[config.mk]
export PLATFORM = sky130hd
export DESIGN_NAME = spcc_front
export DESIGN_NICKNAME = d
export VERILOG_FILES = /design/src/sv/spcc_pkg.sv /design/src/sv/spcc_front.sv
export SDC_FILE = /design/constraint.sdc
export NUM_CORES = 1
export LEC_CHECK = 0
export BUFFER_PORTS_ARGS = -buffer_cell sky130_fd_sc_hd__buf_2
export CORE_MARGIN = 10
export CORE_UTILIZATION = 40
export DETAILED_ROUTE_END_ITERATION = 8
export GPL_ROUTABILITY_DRIVEN = 0
export SKIP_LAST_GASP = 1
export SYNTH_ARGS = -nofsm -noshare
export SYNTH_HDL_FRONTEND = slang
export SYNTH_SLANG_ARGS = --single-unit
[constraint.sdc]
create_clock -name vclk -period 6.3
set_input_delay 0 -clock vclk [all_inputs]
set_output_delay 0 -clock vclk [all_outputs]
set_load 0.02 [all_outputs]
[src/sv/spcc_pkg.sv]
// Shared types and constants of the sprite priority and collision compositor.
// Used by the front, queue, back and top level files; depends on nothing.
package spcc_pkg;

  // Request kinds carried on the slave tuser bit.
  localparam logic CMD_COMPOSITE = 1'b0;
  localparam logic CMD_CLEAR     = 1'b1;

  // Layer classes of a frame entry and of a source pixel.
  localparam logic [1:0] LAYER_NONE = 2'd0;
  localparam logic [1:0] LAYER_BACK = 2'd1;
  localparam logic [1:0] LAYER_FORE = 2'd2;
  localparam logic [1:0] LAYER_RSVD = 2'd3;

  // Transparent source colors.
  localparam logic [7:0] COLOR_ZERO = 8'h00;
  localparam logic [7:0] COLOR_KEY  = 8'hFF;

  // Owner id meaning "no owner" (also the bitmap owner).
  localparam logic signed [4:0] OWNER_NONE = 5'sb11111;

  // Request queue between front and back.
  localparam int QUEUE_DEPTH = 2;
  localparam int QPTR_W      = $clog2(QUEUE_DEPTH);

  // Classified request as stored in the queue.
  typedef struct packed {
    logic              cmd;
    logic              in_range;
    logic [7:0]        color;
    logic [1:0]        layer;
    logic signed [4:0] sprite_id;
    logic              behind;
    logic              first;
  } spcc_item_t;

  // One frame store entry.
  typedef struct packed {
    logic [7:0]        color;
    logic [1:0]        layer;
    logic signed [4:0] owner_a;
    logic signed [4:0] owner_b;
  } spcc_entry_t;

  localparam spcc_entry_t ENTRY_RESET = '{
    color:   COLOR_ZERO,
    layer:   LAYER_NONE,
    owner_a: OWNER_NONE,
    owner_b: OWNER_NONE
  };

  // Result fields, collision_logged in bit 0.
  typedef struct packed {
    logic signed [4:0] owner_second;
    logic signed [4:0] owner_first;
    logic              pixel_written;
    logic              collision_logged;
  } spcc_result_t;

  localparam int RESULT_W   = $bits(spcc_result_t);
  localparam int M_TDATA_W  = ((RESULT_W + 7) / 8) * 8;
  localparam int S_FIELDS_W = 35;
  localparam int S_TDATA_W  = ((S_FIELDS_W + 7) / 8) * 8;

  // Back status toward the top level.
  typedef struct packed {
    logic init_done;
    logic pop;
  } spcc_back_stat_t;

endpackage

[src/sv/spcc_front.sv]
// Front classifier: bounds check, linear address and layer fold of a request.
// Depends on spcc_pkg.
module spcc_front #(
  parameter int FRAME_WIDTH  = 366,
  parameter int FRAME_HEIGHT = 272,
  parameter int ADDR_W       = 17
) (
  input  logic                     cmd_i,
  input  logic [8:0]               dest_x_i,
  input  logic [8:0]               dest_y_i,
  input  logic [7:0]               src_color_i,
  input  logic [1:0]               src_layer_i,
  input  logic signed [4:0]        sprite_id_i,
  input  logic                     behind_background_i,
  input  logic                     first_of_blit_i,
  output spcc_pkg::spcc_item_t     item_o,
  output logic [ADDR_W-1:0]        addr_o
);

  localparam int LIN_W = ADDR_W + 11;

  logic [LIN_W-1:0] lin;

  // Row times width plus column; one small constant multiply.
  assign lin = LIN_W'(dest_y_i) * LIN_W'(FRAME_WIDTH) + LIN_W'(dest_x_i);
  assign addr_o = lin[ADDR_W-1:0];

  always_comb begin
    item_o.cmd       = cmd_i;
    item_o.in_range  = (int'(dest_x_i) < FRAME_WIDTH) && (int'(dest_y_i) < FRAME_HEIGHT);
    item_o.color     = src_color_i;
    // Fold the reserved layer code onto foreground.
    item_o.layer     = (src_layer_i == spcc_pkg::LAYER_RSVD) ? spcc_pkg::LAYER_FORE
                                                             : src_layer_i;
    item_o.sprite_id = sprite_id_i;
    item_o.behind    = behind_background_i;
    item_o.first     = first_of_blit_i;
  end

endmodule

After elaboration in Yosys (flattened, before gate mapping)
Index checks and enable logic that the tools add are counted.
{"block": "word_totals", "reg_bits": 0, "latchBits": 0, "ramBits": 0, "mem_bits_ro": 0, "input_bits": 36, "output_inout_bits": 36, "wordCells": 7, "n_memories": 0}
{"block": "classes", "n_addsub": 1, "mul": 1, "n_div": 0, "magnitude_cmp": 2, "n_eq_ne": 1, "n_shift": 0, "muxes": 1, "bitwise_logic": 0, "reduce_logical": 1}
{"op": "9-bit less-than comparator, second input constant", "count": 2}
{"op": "17-bit by 9-bit adder with 17-bit output", "count": 1}
{"op": "9-bit by 8-bit multiplier with 16-bit output, second input constant", "count": 1}
{"op": "2-bit equality test, second input constant", "count": 1}
{"op": "2-bit two-way mux", "count": 1}
{"op": "1-bit logical AND", "count": 1}

Longest topological paths before layout
{"block": "depth", "depth_word": 2, "depth_mapped": 19, "mapped_depth_nobuf": 19}

Least setup slack after synthesis
Ideal clock, no wire load.
{"block": "synth_timing", "path_type": "input to output", "from": "input port dest_y_i[5]", "to": "output port addr_o[16]", "arrival_ps": 4115, "setup_slack_ps": 2185, "stages": 17, "n_path_buf": 1, "cell_sequence": "ha_1 -> inv_1 -> fa_1 -> inv_1 -> fa_1 -> inv_1 -> fa_1 -> inv_1 -> ha_1 -> clkbuf_1 -> a21oi_1 -> o21bai_1 -> a21oi_1 -> o21ai_0 -> o311ai_4 -> nand4_1 -> xnor2_1"}
{"block": "synth_via", "elab_chain_cells": 2}
{"item": "start: declaration", "line_no": "spcc_front.sv:10", "text": "input logic [8:0] dest_y_i,"}
{"item": "9-bit by 8-bit multiplier with 16-bit output", "line_no": "spcc_front.sv:25", "text": "assign lin = LIN_W'(dest_y_i) * LIN_W'(FRAME_WIDTH) + LIN_W'(dest_x_i);"}
{"item": "17-bit by 9-bit adder with 17-bit output", "line_no": "spcc_front.sv:25"}
{"item": "end: declaration", "line_no": "spcc_front.sv:17", "text": "output logic [ADDR_W-1:0] addr_o"}
No other way between the ends.

Worst setup path after layout
{"block": "layout_timing", "from": "input port dest_y_i[7]", "to": "output port addr_o[16]"}
Same word-level chain as after synthesis.

==> summary.txt <==
Cells and area
  • Register Area: 0 sq um
  • Final non-filler cell total: 388
  • Multi-input gate area: 2000 sq um
  • Syn-to-layout area delta: 5.41%
  • Clkbuf count: 0
  • Seq Cell Count: 0
  • N_diodes: 0
  • Fin nets: 426
  • Layout cells sized above 1: 0.141
  • Fill count: 632

GRT
  • Vias in the first global route: 1907
  • First-pass GRT wire length: 8370 um
  • GRT overflow: 0
  • Total routing usage reported by global routing: 0.0971
  • Initial antenna violation count: 0
  • Largest net degree at the start of global routing: 9

Place
  • DP Cell Count: 388
  • Post-DP HPWL: 4480 um
  • Port bufs: 38
  • Pre-CTS WS: 1.83 ns

Power
  • Combinational share of power: 1.000
  • Power Internal: 0.608 mW
  • Cell Pwr Density: 591 nW/um^2
  • Seq pwr share: 0
  • Clock Power Share: 0
  • Leakage Power: 1.40 nW
  • Switching part of the total power: 0.595
  • Power Total: 1.50 mW
  • Sw Pwr: 0.892 mW
  • Maximum VDD drop: 0.494 mV

STA
  • Hold WS: 0.00000882 ns
  • RSZ-0062 raised after global routing: no
  • Final Cycle Share: 0.705
  • PnR worst setup slack: 1.86 ns
  • F_max: 0.225 GHz
  • Sum Neg Setup Slack: 0 ns
  • Max-slew violations: 0
  • Post-route minimum period: 4.44 ns
  • Final hold violations: 0
  • Relative slew slack: 0.689
  • Slew @ Worst Pin: 0.462 ns
  • Setup-failing EPs final: 0

Route
  • Met3 WL: 213 um
  • Routed via count: 1916
  • DRC: 0
  • Detailed Route Iter0 Violations: 54
  • Wl on met1: 2340 um
  • Detailed Routing Iterations Pass 1: 4
  • DRT antenna net count: 0
  • Met2 WL: 2200 um
  • WL final: 4810 um
  • DR WL/cell: 12.4 um
  • Detailed-route vias per instance: 4.94
  • DR top layer: met4

Floorplanning
  • Core region area: 5890 sq um
  • Row count: 28
  • Die Height: 97.6 um
  • Die area: 9520 sq um
  • Die X: 97.6 um
  • Initial Utilization: 0.409
  • # IOs: 72

Synthesis
  • Yosys warning count: 0
  • Synthesized area per cell: 8.11 sq um
  • Syn Inst Count: 297
  • Synth unique cells: 42
  • Net Count, Synth: 408
  • Post-synthesis sequential area ratio: 0
  • Synthesized area: 2410 sq um

Setup path
  • Max FO, Critical Path: 6
  • CP startpoint kind: input pin
  • Worst path arrival time: 4.44 ns
  • CP Class: in2out
  • CP required: 6.30 ns
  • Crit end category: primary output

Job
  • Max Cap Viol: 0

Clock network
  • # Post-CTS Setup Buffers: 0
  • Post-CTS Resized: 0
  • Hold_buf cts: 0

Min path
  • Worst hold path class: in2out

Outcome
  • Status: finished, final reports clean
-- routing by layer --
layer | vias up | global-route usage
met3 | 2 | 0.0156
met1 | 884 | 0.129
met5 | - | 0
met4 | 0 | 0.00783
li1 | 999 | -
met2 | 31 | 0.165
-- area by class of cell --
class                      instances  area share
timing repair buffer              38      0.0750
tap                               75      0.0370
inverter                          68       0.101
multi-input combinational        207       0.787
-- worst paths after layout --
check	start	end	slack, ns	cells after the start
min	src_color_i[6]	item_o[15]	0.000009	0
max	dest_y_i[7]	addr_o[16]	1.86	18
-- per-stage QoR --
step                utilization  instance area (sq um)
floorplan                     -                   2410
global placement          0.431                   2540
detailed placement        0.431                   2540
CTS                       0.431                   2540
global route              0.431                   2540
finish                    0.431                   2540
-- cells in the mapped netlist (5+ instances only) --
| cell | instances | share of area |
|---|---|---|
| xor2_1 | 7 | 0.025 |
| nand3_1 | 5 | 0.010 |
| inv_1 | 68 | 0.11 |
| a21o_1 | 8 | 0.025 |
| fa_1 | 24 | 0.20 |
| a21oi_1 | 12 | 0.025 |
| o21ai_0 | 10 | 0.021 |
| nor2_1 | 12 | 0.019 |
| ha_1 | 51 | 0.27 |
| nand2_1 | 10 | 0.016 |
| o21a_1 | 7 | 0.022 |
| buf_4 | 17 | 0.053 |
| a211oi_1 | 5 | 0.016 |
| xnor2_1 | 16 | 0.058 |
-- layout by cell type (no fill, tap or decap), drive strengths merged, types with 7 or more instances in the layout --
cell type / n
buf: 38
a21o: 8
fa: 24
ha: 51
xnor2: 16
inv: 68
a21oi: 12
nand2: 10
o21a: 7
nor2: 12
xor2: 7
o21ai: 11
-- power groups by stage --
stage	sequential, mW	clock, mW	combinational (mW)
5_1_grt	0	0	1.67
6_report	0	0	1.50
4_1_cts	0	0	1.52
3_3_place_gp	0	0	1.51
3_5_place_dp	0	0	1.51
2_1_floorplan	0	0	1.19
-- worst max-delay path, cell delays in order --
cell	delay, ns
buf_2	0.15
ha_1	0.28
inv_1	0.07
fa_1	0.53
inv_1	0.06
fa_1	0.53
inv_1	0.05
fa_1	0.52
inv_1	0.04
ha_1	0.37
a21oi_1	0.34
o21bai_1	0.13
a21oi_1	0.28
o21ai_0	0.25
o311ai_4	0.33
nand4_1	0.14
xnor2_1	0.17
buf_2	0.18
-- cells by family (layout without fill, tap and decap cells) --
family                   count (synthesis)  count (layout)  share of synthesized area
AO/OA/AOI/OAI                           59              59                      0.173
XOR/XNOR                                23              23                     0.0837
adder cells (fa/ha/maj)                 75              75                      0.465
buffers and inverters                   90             106                      0.170
multiplexers                             1               1                    0.00416
AND/OR/NAND/NOR                         49              49                      0.104
Note: power is estimated with default switching activity, not from simulation.
