<file path="config.mk">
export PLATFORM = sky130hd
export DESIGN_NAME = spcc_queue
export DESIGN_NICKNAME = d
export VERILOG_FILES = /design/src/sv/spcc_pkg.sv /design/src/sv/spcc_queue.sv
export SDC_FILE = /design/constraint.sdc
export NUM_CORES = 1
export LEC_CHECK = 0
export BUFFER_PORTS_ARGS = -buffer_cell sky130_fd_sc_hd__buf_4
export CORE_MARGIN = 4
export CORE_UTILIZATION = 47
export DETAILED_ROUTE_END_ITERATION = 8
export GPL_TIMING_DRIVEN = 0
export PLACE_DENSITY = 0.8
export SETUP_SLACK_MARGIN = 0.05
export SYNTH_ARGS = -nofsm -noshare
export SYNTH_HDL_FRONTEND = slang
export SYNTH_SLANG_ARGS = --single-unit
</file>
<file path="constraint.sdc">
create_clock -name clk_i -period 2.5 [get_ports clk_i]
set_input_delay 0.375 -clock clk_i [delete_from_list [all_inputs] [get_ports clk_i]]
set_output_delay 0.375 -clock clk_i [all_outputs]
set_load 0.01 [all_outputs]
</file>
<file path="src/sv/spcc_pkg.sv">
// Shared types and constants of the sprite priority and collision compositor.
// Used by the front, queue, back and top level files; depends on nothing.
package spcc_pkg;

  // Request kinds carried on the slave tuser bit.
  localparam logic CMD_COMPOSITE = 1'b0;
  localparam logic CMD_CLEAR     = 1'b1;

  // Layer classes of a frame entry and of a source pixel.
  localparam logic [1:0] LAYER_NONE = 2'd0;
  localparam logic [1:0] LAYER_BACK = 2'd1;
  localparam logic [1:0] LAYER_FORE = 2'd2;
  localparam logic [1:0] LAYER_RSVD = 2'd3;

  // Transparent source colors.
  localparam logic [7:0] COLOR_ZERO = 8'h00;
  localparam logic [7:0] COLOR_KEY  = 8'hFF;

  // Owner id meaning "no owner" (also the bitmap owner).
  localparam logic signed [4:0] OWNER_NONE = 5'sb11111;

  // Request queue between front and back.
  localparam int QUEUE_DEPTH = 2;
  localparam int QPTR_W      = $clog2(QUEUE_DEPTH);

  // Classified request as stored in the queue.
  typedef struct packed {
    logic              cmd;
    logic              in_range;
    logic [7:0]        color;
    logic [1:0]        layer;
    logic signed [4:0] sprite_id;
    logic              behind;
    logic              first;
  } spcc_item_t;

  // One frame store entry.
  typedef struct packed {
    logic [7:0]        color;
    logic [1:0]        layer;
    logic signed [4:0] owner_a;
    logic signed [4:0] owner_b;
  } spcc_entry_t;

  localparam spcc_entry_t ENTRY_RESET = '{
    color:   COLOR_ZERO,
    layer:   LAYER_NONE,
    owner_a: OWNER_NONE,
    owner_b: OWNER_NONE
  };

  // Result fields, collision_logged in bit 0.
  typedef struct packed {
    logic signed [4:0] owner_second;
    logic signed [4:0] owner_first;
    logic              pixel_written;
    logic              collision_logged;
  } spcc_result_t;

  localparam int RESULT_W   = $bits(spcc_result_t);
  localparam int M_TDATA_W  = ((RESULT_W + 7) / 8) * 8;
  localparam int S_FIELDS_W = 35;
  localparam int S_TDATA_W  = ((S_FIELDS_W + 7) / 8) * 8;

  // Back status toward the top level.
  typedef struct packed {
    logic init_done;
    logic pop;
  } spcc_back_stat_t;

endpackage

</file>
<file path="src/sv/spcc_queue.sv">
// Two-entry request queue between the front classifier and the back engine.
// Depends on spcc_pkg.
module spcc_queue #(
  parameter int ADDR_W = 17
) (
  input  logic                 clk_i,
  input  logic                 rst_ni,
  input  logic                 push_i,
  input  spcc_pkg::spcc_item_t push_item_i,
  input  logic [ADDR_W-1:0]    push_addr_i,
  input  logic                 pop_i,
  output spcc_pkg::spcc_item_t head_item_o,
  output logic [ADDR_W-1:0]    head_addr_o,
  output logic                 empty_o,
  output logic                 full_o
);

  spcc_pkg::spcc_item_t        item_q [spcc_pkg::QUEUE_DEPTH];
  logic [ADDR_W-1:0]           addr_q [spcc_pkg::QUEUE_DEPTH];
  logic [spcc_pkg::QPTR_W-1:0] wr_ptr_q, rd_ptr_q;
  logic [spcc_pkg::QPTR_W:0]   count_q;

  assign empty_o     = (count_q == '0);
  assign full_o      = (count_q == (spcc_pkg::QPTR_W+1)'(spcc_pkg::QUEUE_DEPTH));
  assign head_item_o = item_q[rd_ptr_q];
  assign head_addr_o = addr_q[rd_ptr_q];

  always_ff @(posedge clk_i) begin
    if (push_i) begin
      item_q[wr_ptr_q] <= push_item_i;
      addr_q[wr_ptr_q] <= push_addr_i;
    end
  end

  always_ff @(posedge clk_i or negedge rst_ni) begin
    if (!rst_ni) begin
      wr_ptr_q <= '0;
      rd_ptr_q <= '0;
      count_q  <= '0;
    end else begin
      if (push_i) wr_ptr_q <= wr_ptr_q + 1'b1;
      if (pop_i)  rd_ptr_q <= rd_ptr_q + 1'b1;
      if (push_i && !pop_i) begin
        count_q <= count_q + 1'b1;
      end else if (pop_i && !push_i) begin
        count_q <= count_q - 1'b1;
      end
    end
  end

endmodule

</file>
# Yosys cells after proc, flatten, opt, wreduce, memory -nomap -nowiden
# Memory sizes are Yosys's and may differ from the RTL's.
# Cells that the tools add are included.
# W data, S select, Z words.
dict set report word_totals {
  register_bits 4
  ram_bits 72
  input_bits 40
  output_inout_bits 38
  mem_count 2
}
# memory words word_bits read_ports rd_ports_with_merged_regs write_ports line
set mem_list {}
lappend mem_list {item_q 2 19 1 0 1 spcc_queue.sv:18} ;# spcc_pkg::spcc_item_t item_q [spcc_pkg::QUEUE_DEPTH];
lappend mem_list {addr_q 2 17 1 0 1 spcc_queue.sv:19} ;# logic [ADDR_W-1:0] addr_q [spcc_pkg::QUEUE_DEPTH];
dict set report classes {
  addsub 4
  n_eq_ne 1
  n_mux 4
  n_reduce_logical 6
}
# operator n
set op_table {}
lappend op_table {{$mux W2} 2}
lappend op_table {{$add A1 B1 Y1 const B} 2}
lappend op_table {{$add A2 B1 Y2 const B} 1}
lappend op_table {{$eq A2 B2 Y1 const B} 1}
lappend op_table {{$logic_and A1 B1 Y1} 2}
lappend op_table {{$logic_not A1 Y1} 2}
lappend op_table {{$logic_not A2 Y1} 1}
lappend op_table {{$mux W1} 2}
lappend op_table {{$reduce_bool A2 Y1} 1}
lappend op_table {{$sub A2 B1 Y2 const B} 1}

# Logic depth before layout (Yosys ltp)
# Gate-level depths: netlist (run 1).
dict set report logic_depth {
  word_depth 4
  mapped_depth 5
}

# Worst setup path after synthesis (run 1)
# OpenSTA, ideal clock, no wires.
dict set report synth_timing {
  path_type {register to register}
  startpoint {register wr_ptr_q}
  endpoint {memory addr_q[0][0], enable pin}
  setup_ps 434
  arrival_time_ps 2017
  required_ps 2066
  slack_ps 49
  stages_incl_launch_ff 2
  synth_period_minus_slack_ps 2451
  cell_sequence {dfrtp_1 nor2b_1}
}
# element line
set synth_lines {}
lappend synth_lines {{start: declaration} spcc_queue.sv:20} ;# logic [spcc_pkg::QPTR_W-1:0] wr_ptr_q, rd_ptr_q;
lappend synth_lines {{start signal: assignment} spcc_queue.sv:41} ;# if (push_i) wr_ptr_q <= wr_ptr_q + 1'b1;
lappend synth_lines {{end: declaration} spcc_queue.sv:19}
# No word-level cell before the write port.

==> impl_metrics.env, run 1 <==
export IMPL_status="completed"
export IMPL_wl_per_cell_microns=15.6
export IMPL_fill_cells=418
export IMPL_synth_fa_ha_area_frac=0.00426
export IMPL_core_sq_mm=0.00599
export IMPL_crit_path_start_kind="flop"
export IMPL_routed_via_density=4.67
export IMPL_drtAntennaViolNets=0
export IMPL_syn_area_per_cell_sq_um=22.9
export IMPL_setup_viol=0
export IMPL_critPathArrivalTime_ns=1.47
export IMPL_synth_area_leaders="edfxtp_1 74%, mux2_4 15%, dfrtp_1 3.4%"
export IMPL_place_gp_congestion=0.683
export IMPL_die_width_microns=87.0
export IMPL_postLayoutCellArea_sq_mm=0.00388
export IMPL_worst_slack_ns=0.651
export IMPL_synthesis_nets=169
export IMPL_io_pins=78
export IMPL_dp_cells=281
export IMPL_synthMuxAreaShare=0.175
export IMPL_numPortBuffers=77
export IMPL_grt_pass1_wl_microns=7240
export IMPL_whs_ns=0.224
export IMPL_post_cts_buffers=0
export IMPL_drcViolationCount=0
export IMPL_ys_seq_elements=76
export IMPL_hold_viol=0
export IMPL_synth_distinct_cells=13
export IMPL_ir_drop_mv=0.641
export IMPL_yosysTopAreaCell="edfxtp_1"
export IMPL_post_dp_hpwl_microns=3150
export IMPL_row_count=28
export IMPL_slew_violations=0
export IMPL_tightestPinTransition_ns=0.878
export IMPL_p_total_mw=4.37
export IMPL_fin_cells=298
export IMPL_syn2layout_area_growth_pct=32.3
export IMPL_cts_root_buffer="clkbuf_8"
export IMPL_power_leakage_nw=1.57
export IMPL_cts_resized=0
export IMPL_cts_tree="done"
export IMPL_grtUsageTotal=0.133
export IMPL_drtPass1Iterations=3
export IMPL_rsz0062_at_grt="no"
export IMPL_fp_dieH_microns=87.0
export IMPL_fin_tns_setup_ns=0
export IMPL_synthXorXnorAreaFrac=0.0149
export IMPL_antenna_cells=0
export IMPL_synth_top_area_frac=0.737
export IMPL_drtIter0Drc=50
export IMPL_grt_pass1_vias=1479
export IMPL_placed_cell_area_sq_mm=0.00364
export IMPL_synth_compound_area_frac=0
export IMPL_maxCapViolCount=0
export IMPL_synth_cells=128
export IMPL_max_freq_mhz=541
export IMPL_multi_input_area_sq_um=606
export IMPL_initial_core_util=0.490
export IMPL_via_count=1391
export IMPL_yosys_warnings=0
export IMPL_cp_end_kind="primary output"
export IMPL_clk_latency_ns=0.33
export IMPL_p_per_area_mw_per_mm2=1130
export IMPL_grt_max_degree=37
export IMPL_post_place_ws_ns=0.857
export IMPL_cp_max_fo=10
export IMPL_overflow=0
export IMPL_final_core_util=0.648
export IMPL_yosys_area_share_simple=0.00896
export IMPL_seq_area_sq_mm=0.00226
export IMPL_die_area_sq_mm=0.00757
export IMPL_wl_microns=4640
export IMPL_synth_top_family_by_area="multiplexers"
export IMPL_clockBufferDepth=2
export IMPL_cts_htree_levels=3
export IMPL_fin_crit_ns=1.85
export IMPL_ctsHoldBuffers=1
export IMPL_required_ns=2.12
export IMPL_clk_pin_slew_ns=0.07
export IMPL_antenna_found_initial=0
export IMPL_timing_final_crit_share=0.740
export IMPL_drive_gt1_frac=0.596
export IMPL_skew_ns=0.00424
export IMPL_slew_headroom=0.415
export IMPL_clock_sinks=76
export IMPL_yosysSeqAreaShare=0.771
export IMPL_hp_class="in2reg"
export IMPL_fin_nets=259
export IMPL_worst_setup_path_type="reg2out"
export IMPL_synth_area_sq_mm=0.00293
export IMPL_cts_buffers=9
==> Yosys cell counts <==
| master | instances |
|---|---|
| edfxtp_1 | 72 |
| mux2_4 | 29 |
| nor2_1 | 2 |
| xnor2_1 | 1 |
| dfrtp_1 | 4 |
| buf_6 | 1 |
| inv_1 | 1 |
| ha_1 | 1 |
| mux2_2 | 7 |
| nor2b_1 | 2 |
| buf_12 | 3 |
| xor2_1 | 4 |
| and2_1 | 1 |
==> cells by family (layout without fill, tap and decap cells) <==
kind of cell,after synthesis,in the layout
and+or+nand+nor,5,5
adders and majority gates,1,1
DFF,76,76
xor gates and xnor gates,5,5
muxes,36,36
buffers and inverters,5,100
==> critical path, stage by stage (launching register included) <==
cell     delay [ns]
dfrtp_1        0.35
buf_6          0.18
buf_12         0.16
mux2_4         0.30
buf_4          0.14
==> layout make-up <==
class / instances / area share
multi-input combinational: 47 / 0.156
clock buffer: 10 / 0.0329
sequential: 76 / 0.583
buffer: 4 / 0.0184
tap: 75 / 0.0242
clock inverter: 6 / 0.0264
inverter: 1 / 0.000967
timing repair buffer: 79 / 0.159
==> worst paths after layout <==
| check | cells after the start | startpoint | to | slack, ns |
|---|---|---|---|---|
| worst max-delay path | 4 | rd_ptr_q | head_item_o[10] | 0.65 |
| worst min-delay path | 1 | push_item_i[6] | item_q[1][6] | 0.22 |
| worst max register to register | 1 | wr_ptr_q | addr_q[1][13] | 0.94 |
| worst min register to register | 1 | count_q[1] | count_q[1] | 0.49 |
| max in group asynchronous | 2 | rst_ni | count_q[0] | 2.02 |
| min in group asynchronous | 2 | rst_ni | wr_ptr_q | 0.38 |
==> where the power goes <==
part	switching (mW)	internal, mW	leakage (nW)
clock network	0.401	0.655	0.115
registers	0.0801	1.70	0.722
logic	0.643	0.895	0.737
==> per-layer routing <==
| layer | vias to the layer above | global-route usage | wire length [microns] |
|---|---|---|---|
| met4 | 0 | 0.0595 | 50 |
| met3 | 5 | 0.0530 | 321 |
| met2 | 43 | 0.226 | 2470 |
| li1 | 672 | - | - |
| met5 | - | 0 | 0 |
| met1 | 671 | 0.146 | 1790 |
==> sequential cells by signal, summed over array words and instances (netlist names) <==
register	flops
wr_ptr_q	1
rd_ptr_q	1
count_q	2
item_q	38
addr_q	34
==> cells in the final DEF, fill, tap and decap left out <==
master         Yosys  layout
buf_6              1       1
dfrtp_1            4       4
clkbuf_1           0       1
xor2_1             4       4
xnor2_1            1       1
buf_16             0       1
buf_12             3       3
nor2b_4            0       1
clkbuf_8           0       9
mux2_4            29      29
nor2b_1            2       1
and2_2             0       1
clkinv_2           0       1
bufinv_16          0       3
clkinv_1           0       2
edfxtp_1          72      72
mux2_2             7       7
buf_4              0      77
dlygate4sd3_1      0       1
nor2_1             2       2
inv_1              1       1
ha_1               1       1
Note: power is estimated with default switching activity, not from simulation.
==> run 2, diff against run 1 <==
- CORE_UTILIZATION: 47 -> 52
- PLACE_DENSITY: 0.8 -> 0.84
- clock period: 2.5 -> 1.9 ns (I/O delays scaled with it)
==> impl_metrics.env, run 2 (synthesis gave the netlist of run 1 again) <==
export IMPL_drive_gt1_frac=0.590
export IMPL_die_area_sq_mm=0.00691
export IMPL_row_count=27
export IMPL_wl_microns=4680
export IMPL_grt_pass1_vias=1584
export IMPL_antenna_found_initial=0
export IMPL_fin_tns_setup_ns=0
export IMPL_place_gp_congestion=0.644
export IMPL_drcViolationCount=0
export IMPL_p_per_area_mw_per_mm2=1400
export IMPL_hp_class="in2reg"
export IMPL_mostFrequentLayoutCell="buf_4"
export IMPL_fp_dieH_microns=83.1
export IMPL_syn2layout_area_growth_pct=29.4
export IMPL_switching_share=0.273
export IMPL_numPortBuffers=77
export IMPL_clock_sinks=76
export IMPL_cts_tree="done"
export IMPL_p_total_mw=5.32
export IMPL_grt_pass1_wl_microns=7600
export IMPL_antenna_cells=0
export IMPL_critPathArrivalTime_ns=1.46
export IMPL_worst_setup_path_type="reg2out"
export IMPL_cts_root_buffer="clkbuf_8"
export IMPL_final_cell_mix="77 x buf_4, 72 x edfxtp_1, 29 x mux2_4"
export IMPL_timing_final_crit_share=0.917
export IMPL_fin_cells=294
export IMPL_sequentialPowerShare=0.440
export IMPL_drtAntennaViolNets=0
export IMPL_ctsHoldBuffers=1
export IMPL_clkPwrFrac=0.180
export IMPL_fin_crit_ns=1.74
export IMPL_clk_pin_slew_ns=0.07
export IMPL_power_switching_mw=1.45
export IMPL_drtPass1Iterations=4
export IMPL_core_sq_mm=0.00547
export IMPL_initial_core_util=0.536
export IMPL_grtUsageTotal=0.146
export IMPL_largest_reg_flops=38
export IMPL_cp_max_fo=10
export IMPL_via_count=1419
export IMPL_routed_via_density=4.83
export IMPL_io_pins=78
export IMPL_overflow=0
export IMPL_whs_ns=0.133
export IMPL_post_dp_hpwl_microns=3240
export IMPL_hold_viol=0
export IMPL_clk_latency_ns=0.33
export IMPL_cts_resized=0
export IMPL_wl_per_cell_microns=15.9
export IMPL_tightestPinTransition_ns=0.884
export IMPL_status="completed"
export IMPL_rsz0062_at_grt="no"
export IMPL_reg2reg_setup_slack_ns=0.32
export IMPL_setup_viol=0
export IMPL_reg_top3="item_q x38, addr_q x34, count_q x2"
export IMPL_maxCapViolCount=0
export IMPL_max_freq_mhz=574
export IMPL_slew_headroom=0.411
export IMPL_required_ns=1.62
export IMPL_power_leakage_nw=1.54
export IMPL_cts_htree_levels=3
export IMPL_p_int_mw=3.87
export IMPL_combPwrFrac=0.380
export IMPL_die_width_microns=83.1
export IMPL_top_register="item_q"
export IMPL_post_cts_buffers=0
export IMPL_fill_cells=383
export IMPL_ir_drop_mv=1.00
export IMPL_crit_path_start_kind="flop"
export IMPL_skew_ns=0.00461
export IMPL_cts_buffers=9
export IMPL_drtIter0Drc=84
export IMPL_dp_cells=278
export IMPL_clockBufferDepth=2
export IMPL_slew_violations=0
export IMPL_final_core_util=0.694
export IMPL_fin_nets=259
export IMPL_cp_end_kind="primary output"
export IMPL_grt_max_degree=37
[run 2: worst paths after layout]
check	from	to	cells after the start
hold / removal	push_item_i[9]	item_q[0][9]	1
max in group asynchronous	rst_ni	count_q[1]	2
setup reg to reg	wr_ptr_q	item_q[1][7]	1
hold reg to reg	count_q[1]	count_q[1]	1
setup / recovery	rd_ptr_q	head_item_o[16]	4
min in group asynchronous	rst_ni	wr_ptr_q	2
[run 2: final cells by class]
type	instances	area (sq um)	area share
multi-input combinational	47	606	0.159
timing repair buffer	79	616	0.162
inverter	1	3.75	0.000988
clock buffer	11	131	0.0346
buffer	4	71.3	0.0188
sequential	76	2260	0.596
clock inverter	4	17.5	0.00461
tap	72	90.1	0.0237
[run 2: metrics by stage]
| stage | area [sq um] | worst slack (ns) |
|---|---|---|
| after floorplan | 2940 | 0.132 |
| after global placement | 3600 | -0.384 |
| after detailed placement | 3640 | 0.309 |
| after CTS | 3800 | 0.119 |
| after global routing | 3800 | 0.0979 |
| final | 3800 | 0.157 |
[run 2: worst max-delay path, stage by stage (launching register included)]
cell,delay [ns]
dfrtp_1,0.37
buf_6,0.16
buf_12,0.16
mux2_4,0.30
buf_4,0.14
[run 2: metal layers]
layer,up-vias,wire length [microns],global-route usage
li1,674,-,-
met3,10,209,0.0347
met1,690,1830,0.155
met2,45,2520,0.260
met5,-,0,0
met4,0,120,0.0892
[run 2: power by group through the flow]
stage	Clock [mW]	Sequential, mW	Combinational, mW
global route	1.07	2.37	2.17
detailed placement	0	2.38	2.07
global placement	0	2.37	2.00
finish	0.955	2.34	2.02
floorplan	0	2.35	1.28
CTS	0.990	2.35	2.07
